File: config.mk
export PLATFORM = sky130hd
export DESIGN_NAME = bch_front
export DESIGN_NICKNAME = d
export VERILOG_FILES = /design/src/rtl/core/bch_pkg.sv /design/src/rtl/core/bch_div.sv /design/src/rtl/core/bch_front.sv
export SDC_FILE = /design/constraint.sdc
export NUM_CORES = 1
export LEC_CHECK = 0
export BUFFER_PORTS_ARGS = -buffer_cell sky130_fd_sc_hd__buf_4
export CAP_MARGIN = 15
export CORE_ASPECT_RATIO = 1.4
export CORE_UTILIZATION = 55
export DETAILED_ROUTE_END_ITERATION = 7
export GPL_ROUTABILITY_DRIVEN = 0
export GPL_TIMING_DRIVEN = 0
export PLACE_DENSITY = 0.71
export SYNTH_ARGS = -nofsm -noshare
export SYNTH_HDL_FRONTEND = slang
export SYNTH_SLANG_ARGS = --single-unit
File: constraint.sdc
create_clock -name clk -period 5.79 [get_ports clk]
set_input_delay 0.2895 -clock clk [delete_from_list [all_inputs] [get_ports clk]]
set_output_delay 0.2895 -clock clk [all_outputs]
set_load 0.05 [all_outputs]
File: src/rtl/core/bch_pkg.sv
// package for brightness/contrast histogram block
// shared types and constants; no dependencies
package bch_pkg;
    localparam int NUM_BINS = 256;
    localparam int BIN_BITS = 8;
    localparam int BAR_BITS = 9;
    localparam logic [BAR_BITS-1:0] BAR_MAX = 9'd511;

    typedef enum logic [0:0] { FUNC_PIXEL = 1'b0, FUNC_READ = 1'b1 } func_t;
    typedef enum logic [0:0] { REG_BRIGHTNESS = 1'b0, REG_CONTRAST = 1'b1 } reg_idx_t;

    // request passed from front to back
    typedef struct packed {
        logic       is_read;
        logic [7:0] value;     // adjusted pixel or bin index
        logic       frame_end;
    } bch_req_t;
endpackage

File: src/rtl/core/bch_div.sv
// radix-2 restoring divider, one quotient bit per cycle, round half to even
// depends on nothing
module bch_div #(
    parameter int NB = 40,
    parameter int DB = 40
) (
    input  logic                 clk,
    input  logic                 rst_n,
    input  logic                 start,
    input  logic [NB-1:0]        num,
    input  logic [DB-1:0]        den,
    output logic                 busy,
    output logic                 done,
    output logic [NB-1:0]        quo
);
    localparam int CB = $clog2(NB + 1);
    logic [NB-1:0] q_reg, q_next;
    logic [DB:0]   r_reg, r_next;
    logic [DB-1:0] d_reg;
    logic [CB-1:0] cnt_reg, cnt_next;
    logic          busy_reg, done_reg;
    logic [DB:0]   trial;
    logic [DB+1:0] twice;

    always_comb
    begin
        trial  = {r_reg[DB-1:0], q_reg[NB-1]};
        q_next = {q_reg[NB-2:0], 1'b0};
        r_next = trial;
        if (trial >= {1'b0, d_reg})
        begin
            r_next    = trial - {1'b0, d_reg};
            q_next[0] = 1'b1;
        end
        cnt_next = cnt_reg - CB'(1);
    end

    always_ff @(posedge clk or negedge rst_n)
    begin
        if (!rst_n)
        begin
            busy_reg <= 1'b0;
            done_reg <= 1'b0;
            cnt_reg  <= '0;
        end
        else
        begin
            done_reg <= 1'b0;
            if (start)
            begin
                busy_reg <= 1'b1;
                cnt_reg  <= CB'(NB);
            end
            else if (busy_reg)
            begin
                cnt_reg <= cnt_next;
                if (cnt_next == '0)
                begin
                    busy_reg <= 1'b0;
                    done_reg <= 1'b1;
                end
            end
        end
    end

    always_ff @(posedge clk)
    begin
        if (start)
        begin
            q_reg <= num;
            r_reg <= '0;
            d_reg <= den;
        end
        else if (busy_reg)
        begin
            q_reg <= q_next;
            r_reg <= r_next;
        end
    end

    // rounding at the end
    always_comb
    begin
        twice = {r_reg, 1'b0};
        quo   = q_reg;
        if (twice > {2'b00, d_reg} || (twice == {2'b00, d_reg} && q_reg[0]))
            quo = q_reg + NB'(1);
    end

    assign busy = busy_reg;
    assign done = done_reg;
endmodule

File: src/rtl/core/bch_front.sv
// front end: computes the adjusted pixel, classifies items, fills the queue
// depends on bch_pkg, bch_div
module bch_front (
    input  logic                clk,
    input  logic                rst_n,
    input  logic                in_valid,
    output logic                in_ready,
    input  logic                func,
    input  logic [7:0]          gray_in,
    input  logic                frame_end,
    input  logic [7:0]          bin_index,
    input  logic [7:0]          brightness_reg,
    input  logic [7:0]          contrast_reg,
    output logic                q_valid,
    input  logic                q_ready,
    output bch_pkg::bch_req_t   q_req
);
    import bch_pkg::*;

    // numerator below 2^24 in magnitude, denominator below 2^15
    localparam int NB = 28;
    localparam int DB = 17;

    logic signed [9:0]  br, c;
    logic signed [9:0]  xb;
    logic signed [31:0] num_s, den_s;
    logic               neg;
    logic [NB-1:0]      num_a, quo;
    logic [DB-1:0]      den_a;
    logic               busy, done, start;
    logic               hold_reg;
    bch_req_t           req_reg;
    logic               fe_reg;
    logic               neg_reg;
    logic [7:0]         pix;
    logic signed [NB:0] v;

    assign br = $signed({2'b00, brightness_reg}) - 10'sd100;
    assign c  = $signed({2'b00, contrast_reg})   - 10'sd100;
    assign xb = $signed({2'b00, gray_in}) + br;

    // rational of the transfer curve
    always_comb
    begin
        if (c > 10'sd0)
        begin
            num_s = 32'sd255 * (32'sd100 * 32'(xb) - 32'sd127 * 32'(c));
            den_s = 32'sd25500 - 32'sd254 * 32'(c);
        end
        else
        begin
            num_s = (32'sd25600 + 32'sd256 * 32'(c)) * 32'(xb) - 32'sd32640 * 32'(c);
            den_s = 32'sd25500;
        end
        neg   = num_s[31] ^ den_s[31];
        num_a = NB'(num_s[31] ? -num_s : num_s);
        den_a = DB'(den_s[31] ? -den_s : den_s);
    end

    // a pixel goes to the divider; a read goes straight to the queue
    assign in_ready = !busy && !done && !hold_reg;
    assign start    = in_valid && in_ready && (func == FUNC_PIXEL);

    bch_div #(.NB(NB), .DB(DB)) u_div (
        .clk(clk), .rst_n(rst_n), .start(start), .num(num_a), .den(den_a),
        .busy(busy), .done(done), .quo(quo)
    );

    // signed rounded value, then clamp
    always_comb
    begin
        v = neg_reg ? -$signed({1'b0, quo}) : $signed({1'b0, quo});
        if (v < 0)
            pix = 8'd0;
        else if (v > 255)
            pix = 8'd255;
        else
            pix = v[7:0];
    end

    always_ff @(posedge clk or negedge rst_n)
    begin
        if (!rst_n)
            hold_reg <= 1'b0;
        else if (in_valid && in_ready && func == FUNC_READ)
            hold_reg <= 1'b1;
        else if (done)
            hold_reg <= 1'b1;
        else if (q_valid && q_ready)
            hold_reg <= 1'b0;
    end

    always_ff @(posedge clk)
    begin
        if (in_valid && in_ready)
        begin
            fe_reg  <= frame_end;
            neg_reg <= neg;
            if (func == FUNC_READ)
                req_reg <= '{is_read: 1'b1, value: bin_index, frame_end: 1'b0};
        end
        if (done)
            req_reg <= '{is_read: 1'b0, value: pix, frame_end: fe_reg};
    end

    assign q_valid = hold_reg;
    assign q_req   = req_reg;
endmodule

== After elaboration in Yosys (flattened, before gate mapping) ==
Index checks and enable logic that the tools add are counted.

* Add/subtract/negate cells: 13
* Multiply operators: 6
* Magnitude comparators: 5
* Equal/unequal tests: 1
* Mux-type cells: 26
* Bitwise logic cells: 2
* Reductions and logical operators: 18

{| class="wikitable"
|+ Operator list
! cell !! number
|-
| 2-to-1 mux 28 bit || 4
|-
| 2-to-1 mux 32 bit || 2
|-
| multiplier 8 x 9 -> 17 bit, first input constant || 2
|-
| greater-than comparator 29 x 9 -> 1 bit, second input constant || 1
|-
| less-than comparator 29 x 1 -> 1 bit, second input constant || 1
|-
| 2-to-1 mux 29 bit || 1
|-
| negation 28 -> 29 bit || 1
|-
| subtractor 28 x 25 -> 29 bit || 1
|-
| adder 28 x 1 -> 28 bit, second input constant || 1
|-
| multiplier 18 x 10 -> 28 bit || 1
|-
| multiplier 9 x 19 -> 28 bit, first input constant || 1
|-
| negation 28 bit || 1
|-
| 2-to-1 mux 9 bit || 3
|-
| equality test 19 x 17 -> 1 bit || 1
|-
| greater-than comparator 19 x 17 -> 1 bit || 1
|-
| subtractor 16 x 18 -> 19 bit, first input constant || 1
|-
| subtractor 18 x 17 -> 19 bit || 1
|-
| adder 16 x 17 -> 18 bit, first input constant || 1
|-
| greater-or-equal comparator 18 x 17 -> 1 bit || 1
|-
| multiplier 9 x 9 -> 18 bit, first input constant || 1
|-
| 2-to-1 mux 18 bit || 1
|-
| subtractor 18 x 17 -> 18 bit || 1
|-
| subtractor 8 x 7 -> 9 bit, second input constant || 2
|-
| 2-to-1 mux 17 bit || 1
|-
| 17 further kinds || 39
|}

* Flip-flop bits (word level): 83
* Bits of input ports: 38
* Output and inout port bits: 12
* Word-level logic and storage cells: 83

== Depth between registers and ports, before layout ==
Gate-level depths: netlist of run 1.

* Word-level depth: 10
* Depth in mapped cells: 59
* Mapped depth without buffers: 56

== Hierarchy ==
From an unflattened synthesis of run 1, not the netlist that was laid out.

* Cells, all modules: 2652
* Area total of the unflattened synthesis: 23135.9 µm²

{| class="wikitable"
|+ Modules (own cells, without submodules)
! module !! times used !! cells an instance !! area each (µm²) !! sequential area each (µm²)
|-
| bch_front || 1 || 2206 || 18592.8 || 375.4
|-
| bch_div || 1 || 446 || 4543.1 || 1886.8
|}

== Least setup slack after synthesis of run 1 ==
OpenSTA, ideal clock, no wires.

* Path kind: input -> register
* From: input port brightness_reg[2]
* To: register u_div.q_reg[19] (data pin)
* Library setup time: 268 ps
* Arrival time: 12446 ps
* Data required time: 5522 ps
* Slack: -6924 ps
* Cell stages on the path: 54
* Buffers on the path: 6
* Cells stage by stage: inv_1 -> ha_1 -> inv_1 -> ha_1 -> inv_1 -> o21bai_1 -> a21oi_1 -> o21bai_1 -> a21oi_1 -> nor2b_1 -> nor3_1 -> clkbuf_1 -> inv_1 -> fa_1 -> inv_1 -> ha_1 -> ha_1 -> inv_1 -> [18 not listed] -> inv_1 -> fa_1 -> fa_1 -> inv_1 -> fa_1 -> inv_1 -> ha_1 -> clkbuf_1 -> a211oi_1 -> a211oi_1 -> or4_1 -> nand3_1 -> xnor2_1 -> mux2i_1 -> clkbuf_1 -> a21oi_1 -> xor2_1 -> o21ai_0

* Cells in the longest elaborated chain, start to end: 9
* Elaborated cells on any way between the ends: 11
* Classes of those cells: add/sub (5); mul (3); mux (3)

{| class="wikitable"
|+ Ends and longest elaborated chain
! what !! line !! source
|-
| start: declaration || bch_front.sv:12 || <nowiki>input logic [7:0] brightness_reg,</nowiki>
|-
| subtractor 8 x 7 -> 9 bit * || bch_front.sv:38 || <nowiki>assign br = $signed({2'b00, brightness_reg}) - 10'sd100;</nowiki>
|-
| adder 9 x 9 -> 10 bit * || bch_front.sv:40 || <nowiki>assign xb = $signed({2'b00, gray_in}) + br;</nowiki>
|-
| multiplier 6 x 10 -> 16 bit || bch_front.sv:47 || <nowiki>num_s = 32'sd255 * (32'sd100 * 32'(xb) - 32'sd127 * 32'(c));</nowiki>
|-
| subtractor 18 x 17 -> 19 bit || bch_front.sv:47 ||
|-
| multiplier 9 x 19 -> 28 bit || bch_front.sv:47 ||
|-
| 2-to-1 mux 32 bit * || bch_front.sv:45 || <nowiki>if (c > 10'sd0)</nowiki>
|-
| negation 28 bit || bch_front.sv:56 || <nowiki>num_a = NB'(num_s[31] ? -num_s : num_s);</nowiki>
|-
| 2-to-1 mux 28 bit * || bch_front.sv:56 ||
|-
| 2-to-1 mux 28 bit * || bch_div.sv:68 || <nowiki>if (start)</nowiki>
|-
| end signal: assignment || bch_div.sv:70 || <nowiki>q_reg <= num;</nowiki>
|-
| end signal: assignment || bch_div.sv:76 || <nowiki>q_reg <= q_next;</nowiki>
|-
| end: declaration || bch_div.sv:17 || <nowiki>logic [NB-1:0] q_reg, q_next;</nowiki>
|}

Mark *: on every way between the ends. The rest lies on a longest branch, timed or not.
A chain may end at the register's enable or synchronous reset.

== Worst setup path in the final report of run 1 ==
* From: input port contrast_reg[2]
* To: register u_div.q_reg[25] (data pin)

* Cells in the longest elaborated chain, start to end: 8
* Elaborated cells on any way between the ends: 13
* Classes of those cells: add/sub (5); mul (4); order compare (1); mux (3)

{| class="wikitable"
|+ Ends and longest elaborated chain
! what !! line !! source
|-
| start: declaration || bch_front.sv:13 || <nowiki>input logic [7:0] contrast_reg,</nowiki>
|-
| subtractor 8 x 7 -> 9 bit * || bch_front.sv:39 || <nowiki>assign c = $signed({2'b00, contrast_reg}) - 10'sd100;</nowiki>
|-
| multiplier 8 x 9 -> 17 bit / adder 16 x 17 -> 18 bit (equally long branches) || bch_front.sv:47, bch_front.sv:52 ||
|-
| subtractor 18 x 17 -> 19 bit / multiplier 18 x 10 -> 28 bit (equally long branches) || bch_front.sv:47, bch_front.sv:52 ||
|-
| multiplier 9 x 19 -> 28 bit / subtractor 28 x 25 -> 29 bit (equally long branches) || bch_front.sv:47, bch_front.sv:52 ||
|-
| 2-to-1 mux 32 bit * || bch_front.sv:45 ||
|-
| negation 28 bit || bch_front.sv:56 ||
|-
| 2-to-1 mux 28 bit * || bch_front.sv:56 ||
|-
| 2-to-1 mux 28 bit * || bch_div.sv:68 ||
|}

Marked as above.

==> results of run 1 <==
-- worst paths after layout --
path,from,end,slack [ns],cells after the start
min in group asynchronous,rst_n,u_div.cnt_reg[4]$_DFFE_PN0P_,0.28,2
worst min register to register,q_req[9]$_SDFFE_PP0P_,q_req[9]$_SDFFE_PP0P_,0.48,2
worst min-delay path,frame_end,fe_reg$_DFFE_PP_,0.11,1
worst max-delay path,contrast_reg[2],u_div.q_reg[25]$_DFFE_PP_,-5.24,46
max in group asynchronous,rst_n,u_div.cnt_reg[0]$_DFFE_PN0P_,5.38,2
worst max register to register,u_div.d_reg[13]$_DFFE_PP_,q_req[7]$_DFFE_PP_,0.38,14
-- critical path, delay by kind of cell --
family / cells / cell delay [ns]
compound gates: 11 / 2.00
fa+ha+maj: 12 / 5.33
buf+inv: 12 / 1.20
xor+xnor: 3 / 0.63
simple gates: 7 / 1.46
mux: 1 / 0.15
-- per-layer routing --
metal / share of wire [%] / wire (microns)
met1: 35 / 23400
met2: 53 / 35800
met3: 4.1 / 2800
met4: 8.2 / 5530
met5: 0 / 0
-- synth_stat cells (all sizes together), types with 14 or more instances --
| master | n |
|---|---|
| nand3 | 51 |
| clkbuf | 60 |
| a31oi | 20 |
| xor2 | 84 |
| inv | 524 |
| a211oi | 27 |
| ha | 286 |
| nor2 | 168 |
| o211ai | 26 |
| xnor2 | 157 |
| nand2 | 207 |
| a41oi | 14 |
| mux2i | 20 |
| dfxtp | 19 |
| nor3 | 50 |
| a2111oi | 14 |
| o31ai | 19 |
| nand2b | 22 |
| o21bai | 18 |
| or2 | 15 |
| and2 | 21 |
| o21a | 22 |
| a21oi | 123 |
| nand4 | 28 |
| edfxtp | 55 |
| fa | 305 |
| a21o | 42 |
| nor2b | 22 |
| o21ai | 84 |
-- what timing repair did --
| item | in CTS | in global routing |
|---|---|---|
| gates cloned | 1 | 0 |
| hold endpoints to repair | 8 | 0 |
| buffers inserted | 144 | 60 |
| pin swaps | 104 | 161 |
| resized for setup | 175 | 161 |
| hold buffers | 1 | 0 |
| endpoints found under the setup margin | 43 | 51 |
-- area by class of cell --
class                      instances  area, sq um  share of cell area (%)
clock inverter                     5         36.3                   0.127
clock buffer                      11          243                   0.852
sequential                        82         2230                    7.83
tap                              540          676                    2.37
buffer                            65          460                    1.62
timing repair buffer             249         2030                    7.12
multi-input combinational       2002        20700                    72.8
inverter                         529         2080                    7.29
-- cell usage in the layout, fill, tap and decap left out, types with 45 or more instances in the layout --
master / n
inv_1: 480
xnor2_1: 130
xor2_1: 69
fa_1: 294
ha_1: 235
a21oi_1: 82
buf_4: 223
nor2_1: 147
nand2_1: 193
nand3_1: 45
edfxtp_1: 55
-- cells by family (layout without fill, tap and decap cells) --
| group | count (synthesis) | after routing | share of synthesized area [%] |
|---|---|---|---|
| simple gates | 655 | 655 | 13.7 |
| buf+inv | 596 | 859 | 9.82 |
| fa+ha+maj | 591 | 591 | 42.1 |
| compound gates | 486 | 486 | 14.2 |
| xor+xnor | 241 | 241 | 9.18 |
| flops | 82 | 82 | 9.71 |
| mux | 28 | 29 | 1.26 |
-- through the flow --
stage	TNS, ns	worst slack (ns)	instance area (sq um)	util [%]
floorplan	-131.28	-4.71	24100	-
global placement	-194.81	-6.52	25200	61.1
detailed placement	-200.70	-6.63	25200	61.2
CTS	-138.36	-5.09	27400	66.6
global route	-152.96	-5.53	28500	69.2
finish	-142.65	-5.24	28500	69.2
==> impl_metrics.py, run 1 <==
metrics = {
    "die": {
        "num_rows": 88,
        "start_util_pct": 55.8,
        "die_w_microns": 175,
        "die_area_sq_mm": 0.0426,
        "die-height_microns": 244,
        "ios": 50,
        "fp.coreArea_sq_mm": 0.0412,
    },
    "synth": {
        "syn-instance-count": 2679,
        "synth_top_cell_by_area": "fa_1",
        "synthTopCellsByArea": "fa_1 (27%), ha_1 (16%), inv_1 (8.5%)",
        "yosysSeqAreaShare_pct": 9.71,
        "dominantRegCellSynth": "edfxtp_1",
        "synth_edf_count": 55,
        "ys_warn_count": 0,
        "synthesis.nets": 3308,
        "synthesis.area_sq_mm": 0.0230,
        "async_reset_ff_share_pct": 9.76,
        "synth_cell_types": 88,
        "synth_top_area_share_pct": 26.6,
        "avgSynthCellArea_sq_um": 8.58,
        "ys_ff_latch": 82,
    },
    "global_routing": {
        "gr-usage-met1_pct": 32.2,
        "track_usage_pct": 31.6,
        "grt_pass1_vias": 21344,
        "grt_max_degree": 29,
        "grt_pass1_wl_microns": 107000,
        "gr-usage-met2_pct": 60.2,
        "met3_usage_pct": 2.56,
        "antenna_found_initial": 0,
        "top_usage_layer": "met2",
        "grt.overflow.total": 0,
    },
    "clock_tree": {
        "cts_max_path_buffers": 2,
        "clkTransAtPathRegs_ns": 0.07,
        "clock-root-buffer": "clkbuf_16",
        "clk_latency_ns": 0.36,
        "h-tree-depth": 3,
        "numCtsBuffers": 9,
        "cts.sinks": 82,
        "cts_tree": "built",
    },
    "drt": {
        "routed_wl_microns": 67600,
        "via_count": 20271,
        "drt_iter0_drc": 1228,
        "first_pass_iters": 5,
        "antenna_left": 0,
        "wl_per_cell_microns": 19.4,
        "via_per_inst": 5.82,
        "drc": 0,
    },
    "sta": {
        "whs_ns": 0.108,
        "max-slew-margin-rel_pct": 22.0,
        "worstMarginPinSlew_ns": 1.17,
        "fin_crit_ns": 11.03,
        "hold_viol": 0,
        "finClkSkew_ns": 0.0108,
        "setup_viol": 42,
        "setup_slack_ns": -5.24,
        "max_clock_freq_mhz": 90.6,
        "rsz0062_at_grt": "true",
        "fin_crit_sh_pct": 191,
        "slew_viol_final": 0,
    },
    "final_layout": {
        "finalNonFillerCells": 3483,
        "fillers": 3127,
        "final_nets": 3567,
        "largest_register_ffs": 28,
        "drive_gt1_share_pct": 22.1,
        "antenna_cells": 0,
        "syn_to_final_growth_pct": 24.0,
    },
    "setup_path": {
        "crit_path_max_incr_delay_ns": 0.64,
        "cp-end-kind": "flop",
        "path_max_fanout": 8,
        "required_ns": 5.86,
        "crit_slowest_cell": "fa_2",
        "worst_path_most_repeated_cell": "fa_1",
        "crit_type": "in -> reg",
        "cp-start-kind": "primary input",
        "critical_path_arrival_ns": 11.11,
    },
    "placed_design": {
        "hpwlAfterDp_microns": 51700,
        "port_buffers": 47,
        "dp.cells": 3268,
    },
    "hold_path": {
        "min_path_type": "in -> reg",
    },
    "outcome": {
        "failed_checks": "negative setup slack",
        "status": "finished, violations left",
    },
    "flow_run": {
        "drv_cap": 0,
    },
}
Power of run 1 is left out: the tool's default activity adds up to more than one toggle a clock period on the data nets, which glitch-free logic cannot reach.
==> run 2, diff against run 1 <==
--- a/config.mk
+++ b/config.mk
@@ -5,10 +5,12 @@
 export SDC_FILE = /design/constraint.sdc
 export NUM_CORES = 1
 export LEC_CHECK = 0
+export ABC_AREA = 1
 export BUFFER_PORTS_ARGS = -buffer_cell sky130_fd_sc_hd__buf_4
 export CAP_MARGIN = 15
 export CORE_ASPECT_RATIO = 1.4
 export CORE_UTILIZATION = 55
+export CTS_CLUSTER_SIZE = 16
 export DETAILED_ROUTE_END_ITERATION = 7
 export GPL_ROUTABILITY_DRIVEN = 0
 export GPL_TIMING_DRIVEN = 0
==> run 2 against run 1 <==
  * The flow still finishes with violations (negative setup slack)
  * Routed wire length down 2.7%
  * Critical path depth grew 13
  * Critical endpoint is now u_div.q_reg[19]$_DFFE_PP_
  * Setup slack better by 0.81 ns
==> impl_metrics.py, run 2 <==
metrics = {
    "global_routing": {
        "grt_max_degree": 31,
        "antenna_found_initial": 0,
        "track_usage_pct": 30.7,
        "grt_pass1_vias": 22016,
        "grt.overflow.total": 0,
        "grt_pass1_wl_microns": 105000,
    },
    "sta": {
        "setup_viol": 43,
        "whs_ns": 0.110,
        "slew_viol_final": 0,
        "setup_slack_ns": -4.44,
        "finClkSkew_ns": 0.00678,
        "fin_crit_sh_pct": 177,
        "hold_viol": 0,
        "fin_crit_ns": 10.23,
        "max-slew-margin-rel_pct": 27.1,
        "setup_tns_ns": -124.51,
        "worstMarginPinSlew_ns": 1.09,
        "max_clock_freq_mhz": 97.8,
        "rsz0062_at_grt": "true",
    },
    "synth": {
        "avgSynthCellArea_sq_um": 7.44,
        "yosysSeqAreaShare_pct": 9.60,
        "synthesis.area_sq_mm": 0.0233,
        "synthesis.nets": 3756,
        "synth_most_common_cell": "inv_1",
        "synth_top_cell_by_area": "fa_1",
        "async_reset_ff_share_pct": 9.76,
        "ys_warn_count": 0,
        "synth_common_cells": "inv_1 (705), nand2_1 (633), fa_1 (305), ha_1 (286), nor2_1 (229)",
        "dominantRegCellSynth": "edfxtp_1",
        "synth_edf_count": 55,
        "synth_cell_types": 60,
        "syn-instance-count": 3127,
        "synth_top_area_share_pct": 26.3,
        "synthTopCellsByArea": "fa_1 (26%), ha_1 (15%), inv_1 (11%)",
        "ys_ff_latch": 82,
    },
    "placed_design": {
        "port_buffers": 48,
        "hpwlAfterDp_microns": 52700,
        "dp.cells": 3718,
    },
    "clock_tree": {
        "cts_tree": "built",
        "h-tree-depth": 3,
        "clk_latency_ns": 0.36,
        "cts.sinks": 82,
        "clkTransAtPathRegs_ns": 0.07,
        "cts_max_path_buffers": 2,
        "clock-root-buffer": "clkbuf_16",
        "numCtsBuffers": 9,
    },
    "outcome": {
        "status": "finished, violations left",
        "failed_checks": "negative setup slack",
    },
    "die": {
        "start_util_pct": 56.2,
        "num_rows": 88,
        "die_area_sq_mm": 0.0431,
        "die-height_microns": 245,
        "fp.coreArea_sq_mm": 0.0414,
        "ios": 50,
        "die_w_microns": 176,
    },
    "final_layout": {
        "drive_gt1_share_pct": 19.6,
        "largest_register_ffs": 28,
        "final_cell_mix": "inv_1 (644), nand2_1 (584), fa_1 (296)",
        "syn_to_final_growth_pct": 21.5,
        "final_nets": 3940,
        "finalNonFillerCells": 3856,
        "fillers": 3289,
        "seq_area_sq_mm": 0.00223,
        "antenna_cells": 0,
        "multi_input_area_sq_mm": 0.0203,
        "final_common_cell": "inv_1",
    },
    "setup_path": {
        "worst_path_most_repeated_cell": "nand2_2",
        "path_max_fanout": 10,
        "cp-start-kind": "primary input",
        "crit_type": "in -> reg",
        "crit_slowest_cell": "fa_2",
        "crit_path_max_incr_delay_ns": 0.56,
        "critical_path_arrival_ns": 10.32,
        "cp-end-kind": "flop",
        "required_ns": 5.88,
    },
    "drt": {
        "via_per_inst": 5.44,
        "drt_iter0_drc": 1039,
        "via_count": 20995,
        "first_pass_iters": 5,
        "drc": 0,
        "antenna_left": 0,
        "routed_wl_microns": 65800,
        "wl_per_cell_microns": 17.1,
    },
    "flow_run": {
        "drv_cap": 0,
    },
    "hold_path": {
        "min_path_type": "in -> reg",
    },
}
==> run 2: cell count changes after synthesis, moves of 22 or more <==
cell,before,now
nor3_1,47,24
nand2b_1,22,0
a21o_1,42,11
nand2_1,207,633
nor2_1,168,229
a211oi_1,27,3
nor2b_1,22,0
xnor2_1,157,61
o211ai_1,26,2
inv_1,523,705
nand2_2,0,24
o21ai_0,78,131
nand3_1,49,157
clkbuf_1,60,29
==> run 2: final cells by class <==
| cell class | count | area share (%) |
|---|---|---|
| Timing Repair Buffer | 172 | 5.29 |
| Buffer | 51 | 1.43 |
| Timing Repair inverter | 1 | 0.0177 |
| Tap cell | 540 | 2.39 |
| Sequential cell | 82 | 7.90 |
| Clock buffer | 9 | 0.797 |
| Clock inverter | 7 | 0.385 |
| Inverter | 721 | 10.0 |
| Multi-Input combinational cell | 2273 | 71.8 |
==> run 2: stage by stage <==
step / instance area [sq um] / setup slack (ns) / util, %
after floorplan: 24300 / -3.75 / -
after global placement: 25300 / -5.24 / 61.2
after detailed placement: 25400 / -5.40 / 61.3
after CTS: 27300 / -4.15 / 65.9
after global routing: 28200 / -4.89 / 68.2
final: 28200 / -4.44 / 68.2
==> run 2: timing repair <==
| action | CTS | global route |
|---|---|---|
| hold endpoints to repair | 8 | 0 |
| pin swaps | 141 | 134 |
| hold buffers | 1 | 0 |
| cloned | 2 | 3 |
| buffers inserted | 79 | 37 |
| setup endpoints to repair | 43 | 43 |
| resized for setup | 196 | 185 |
==> run 2: routing by layer <==
metal	global-route usage (%)	share of wire, %	wire length [microns]	vias to the layer above
met1	30.8	35	23300	9983
met4	22.3	8.3	5490	0
met5	0	0	0	-
li1	-	-	-	10051
met2	58.9	53	34700	695
met3	2.30	3.5	2290	266
==> run 2: cell families after synthesis <==
logic type      after synthesis  share of synthesized area, %
simple gates               1155                          21.1
fa+ha+maj                   591                          41.6
buf+inv                     772                          12.9
compound gates              365                          8.61
xor+xnor                    161                          6.10
mux                           1                        0.0430
flops                        82                          9.60
==> run 2: critical path: cells and delay by family <==
kind	cells	cell delay, ns
fa+ha+maj	13	4.85
simple gates	24	2.81
compound gates	7	1.05
buf+inv	13	0.92
xor+xnor	2	0.39
==> run 2: worst paths after layout <==
| kind | start | end | slack, ns | depth (start not counted) |
|---|---|---|---|---|
| worst max register to register | u_div.d_reg[14]$_DFFE_PP_ | q_req[1]$_DFFE_PP_ | 1.90 | 27 |
| worst min-delay path | frame_end | fe_reg$_DFFE_PP_ | 0.11 | 1 |
| min in group asynchronous | rst_n | u_div.busy$_DFF_PN0_ | 0.28 | 2 |
| worst min register to register | q_req[9]$_SDFFE_PP0P_ | q_req[9]$_SDFFE_PP0P_ | 0.45 | 2 |
| max in group asynchronous | rst_n | u_div.cnt_reg[4]$_DFFE_PN0P_ | 5.38 | 2 |
| worst max-delay path | brightness_reg[2] | u_div.q_reg[19]$_DFFE_PP_ | -4.44 | 59 |
Power of run 2 is left out for the same reason.
==> run 3, diff against run 2 <==
--- a/config.mk
+++ b/config.mk
@@ -13,8 +13,8 @@
 export CTS_CLUSTER_SIZE = 16
 export DETAILED_ROUTE_END_ITERATION = 7
 export GPL_ROUTABILITY_DRIVEN = 0
-export GPL_TIMING_DRIVEN = 0
 export PLACE_DENSITY = 0.71
+export SKIP_CTS_REPAIR_TIMING = 1
 export SYNTH_ARGS = -nofsm -noshare
 export SYNTH_HDL_FRONTEND = slang
 export SYNTH_SLANG_ARGS = --single-unit
==> run 3 against run 2 <==
  * The flow still finishes with violations (negative setup slack)
  * Utilization rose by 4.1 points
  * Fmax up 1.6%
  * Global-route usage shrank 0.31 points
  * Critical path type unchanged
  * Critical path depth increased by 7
==> impl_metrics.py, run 3 (synthesis gave the netlist of run 2 again) <==
metrics = {
    "global_routing": {
        "met3_usage_pct": 1.99,
        "grt.overflow.total": 0,
        "antenna_found_initial": 0,
        "grt_pass1_wl_microns": 105000,
        "gr-usage-met2_pct": 59.6,
        "grt_pass1_vias": 23006,
        "track_usage_pct": 30.4,
        "gr-usage-met1_pct": 30.1,
        "grt_max_degree": 66,
        "top_usage_layer": "met2",
    },
    "setup_path": {
        "critical_path_arrival_ns": 10.19,
        "crit_path_max_incr_delay_ns": 0.53,
        "regToRegSetupSlack_ns": 1.44,
        "crit-reg2reg-launch": "u_div.d_reg[16]$_DFFE_PP_",
        "cp-start-kind": "primary input",
        "crit_type": "in -> reg",
        "critPathLaunch": "brightness_reg[2]",
        "path_max_fanout": 4,
        "cp-end-kind": "flop",
        "crit_slowest_cell": "fa_1",
        "required_ns": 5.90,
        "worst_path_most_repeated_cell": "nand2_2",
    },
    "clock_tree": {
        "cts_tree": "built",
        "cts_max_path_buffers": 2,
        "cts.sinks": 82,
        "clkTransAtPathRegs_ns": 0.06,
        "h-tree-depth": 3,
        "clk_latency_ns": 0.36,
        "numCtsBuffers": 9,
        "clock-root-buffer": "clkbuf_16",
    },
    "hold_path": {
        "holdCritStartpoint": "frame_end",
        "min_path_type": "in -> reg",
    },
    "die": {
        "die_w_microns": 176,
        "start_util_pct": 56.2,
        "ios": 50,
        "die_area_sq_mm": 0.0431,
        "fp.coreArea_sq_mm": 0.0414,
        "num_rows": 88,
        "die-height_microns": 245,
    },
    "drt": {
        "antenna_left": 0,
        "drt_iter0_drc": 1112,
        "first_pass_iters": 8,
        "via_count": 22079,
        "routed_wl_microns": 65600,
        "wl_per_cell_microns": 15.6,
        "via_per_inst": 5.27,
        "drc": 0,
    },
    "final_layout": {
        "final_core_util_pct": 72.3,
        "drive_gt1_share_pct": 25.4,
        "antenna_cells": 0,
        "fillers": 3168,
        "final_nets": 4277,
        "largest_register_ffs": 28,
        "final_cell_mix": "inv_1 (660), nand2_1 (596), buf_4 (544)",
        "syn_to_final_growth_pct": 28.7,
        "final_common_cell": "inv_1",
    },
    "sta": {
        "max_clock_freq_mhz": 99.3,
        "rsz0062_at_grt": "true",
        "slew_viol_final": 0,
        "setup_slack_ns": -4.28,
        "worstMarginPinSlew_ns": 1.20,
        "setup_viol": 28,
        "fin_crit_ns": 10.07,
        "hold_viol": 0,
        "fin_crit_sh_pct": 174,
        "finClkSkew_ns": 0.00678,
        "max-slew-margin-rel_pct": 20.2,
    },
    "placed_design": {
        "port_buffers": 49,
        "hpwlAfterDp_microns": 55600,
    },
    "outcome": {
        "status": "finished, violations left",
        "failed_checks": "negative setup slack",
    },
    "flow_run": {
        "drv_cap": 0,
    },
}
## run 3: path summary, 6_finish.rpt
path                                                endpoint  cells past startpoint
worst min-delay path                        fe_reg$_DFFE_PP_                      1
worst min register to register  u_div.r_reg[10]$_SDFFE_PP0P_                      2
worst max-delay path               u_div.q_reg[21]$_DFFE_PP_                     66
worst max register to register            q_req[7]$_DFFE_PP_                     23
min in group asynchronous       u_div.cnt_reg[4]$_DFFE_PN0P_                      2
max in group asynchronous                q_valid$_DFFE_PN0P_                      2
## run 3: metal layers
layer | vias up | share of wire, % | wire length [microns]
met5 | - | 0 | 0
met2 | 583 | 54 | 35400
met4 | 0 | 7.7 | 5060
met3 | 255 | 2.8 | 1810
met1 | 10500 | 36 | 23400
li1 | 10741 | - | -
## run 3: layout make-up
type / count / area (sq um) / share of cell area (%)
Multi-Input combinational cell: 2273 / 19600 / 65.5
Timing Repair Buffer: 559 / 4310 / 14.4
Inverter: 721 / 2780 / 9.28
Sequential cell: 82 / 2230 / 7.46
Tap cell: 540 / 676 / 2.26
Clock buffer: 10 / 250 / 0.836
Clock inverter: 6 / 70.1 / 0.234
Timing Repair inverter: 2 / 20.0 / 0.0669
## run 3: critical path, delay by kind of cell
kind | cells | cell delay, ns
fa+ha+maj | 11 | 3.94
simple gates | 28 | 2.72
compound gates | 13 | 2.16
xor+xnor | 1 | 0.13
buf+inv | 13 | 0.93
## run 3: metrics by stage
step / hold WS, ns / cells / area (sq um) / TNS (ns) / setup WS [ns]
after floorplan: -0.00609 / 3127 / 24300 / -101.75 / -3.75
after global placement: 0.112 / 4145 / 28700 / -122.77 / -4.27
after detailed placement: 0.114 / 4145 / 28700 / -132.76 / -4.59
after CTS: -0.268 / 4161 / 29000 / -117.17 / -4.24
after global routing: 0.104 / 4193 / 29900 / -127.92 / -4.71
final: 0.110 / 4193 / 29900 / -113.88 / -4.28
Power of run 3 is left out for the same reason.
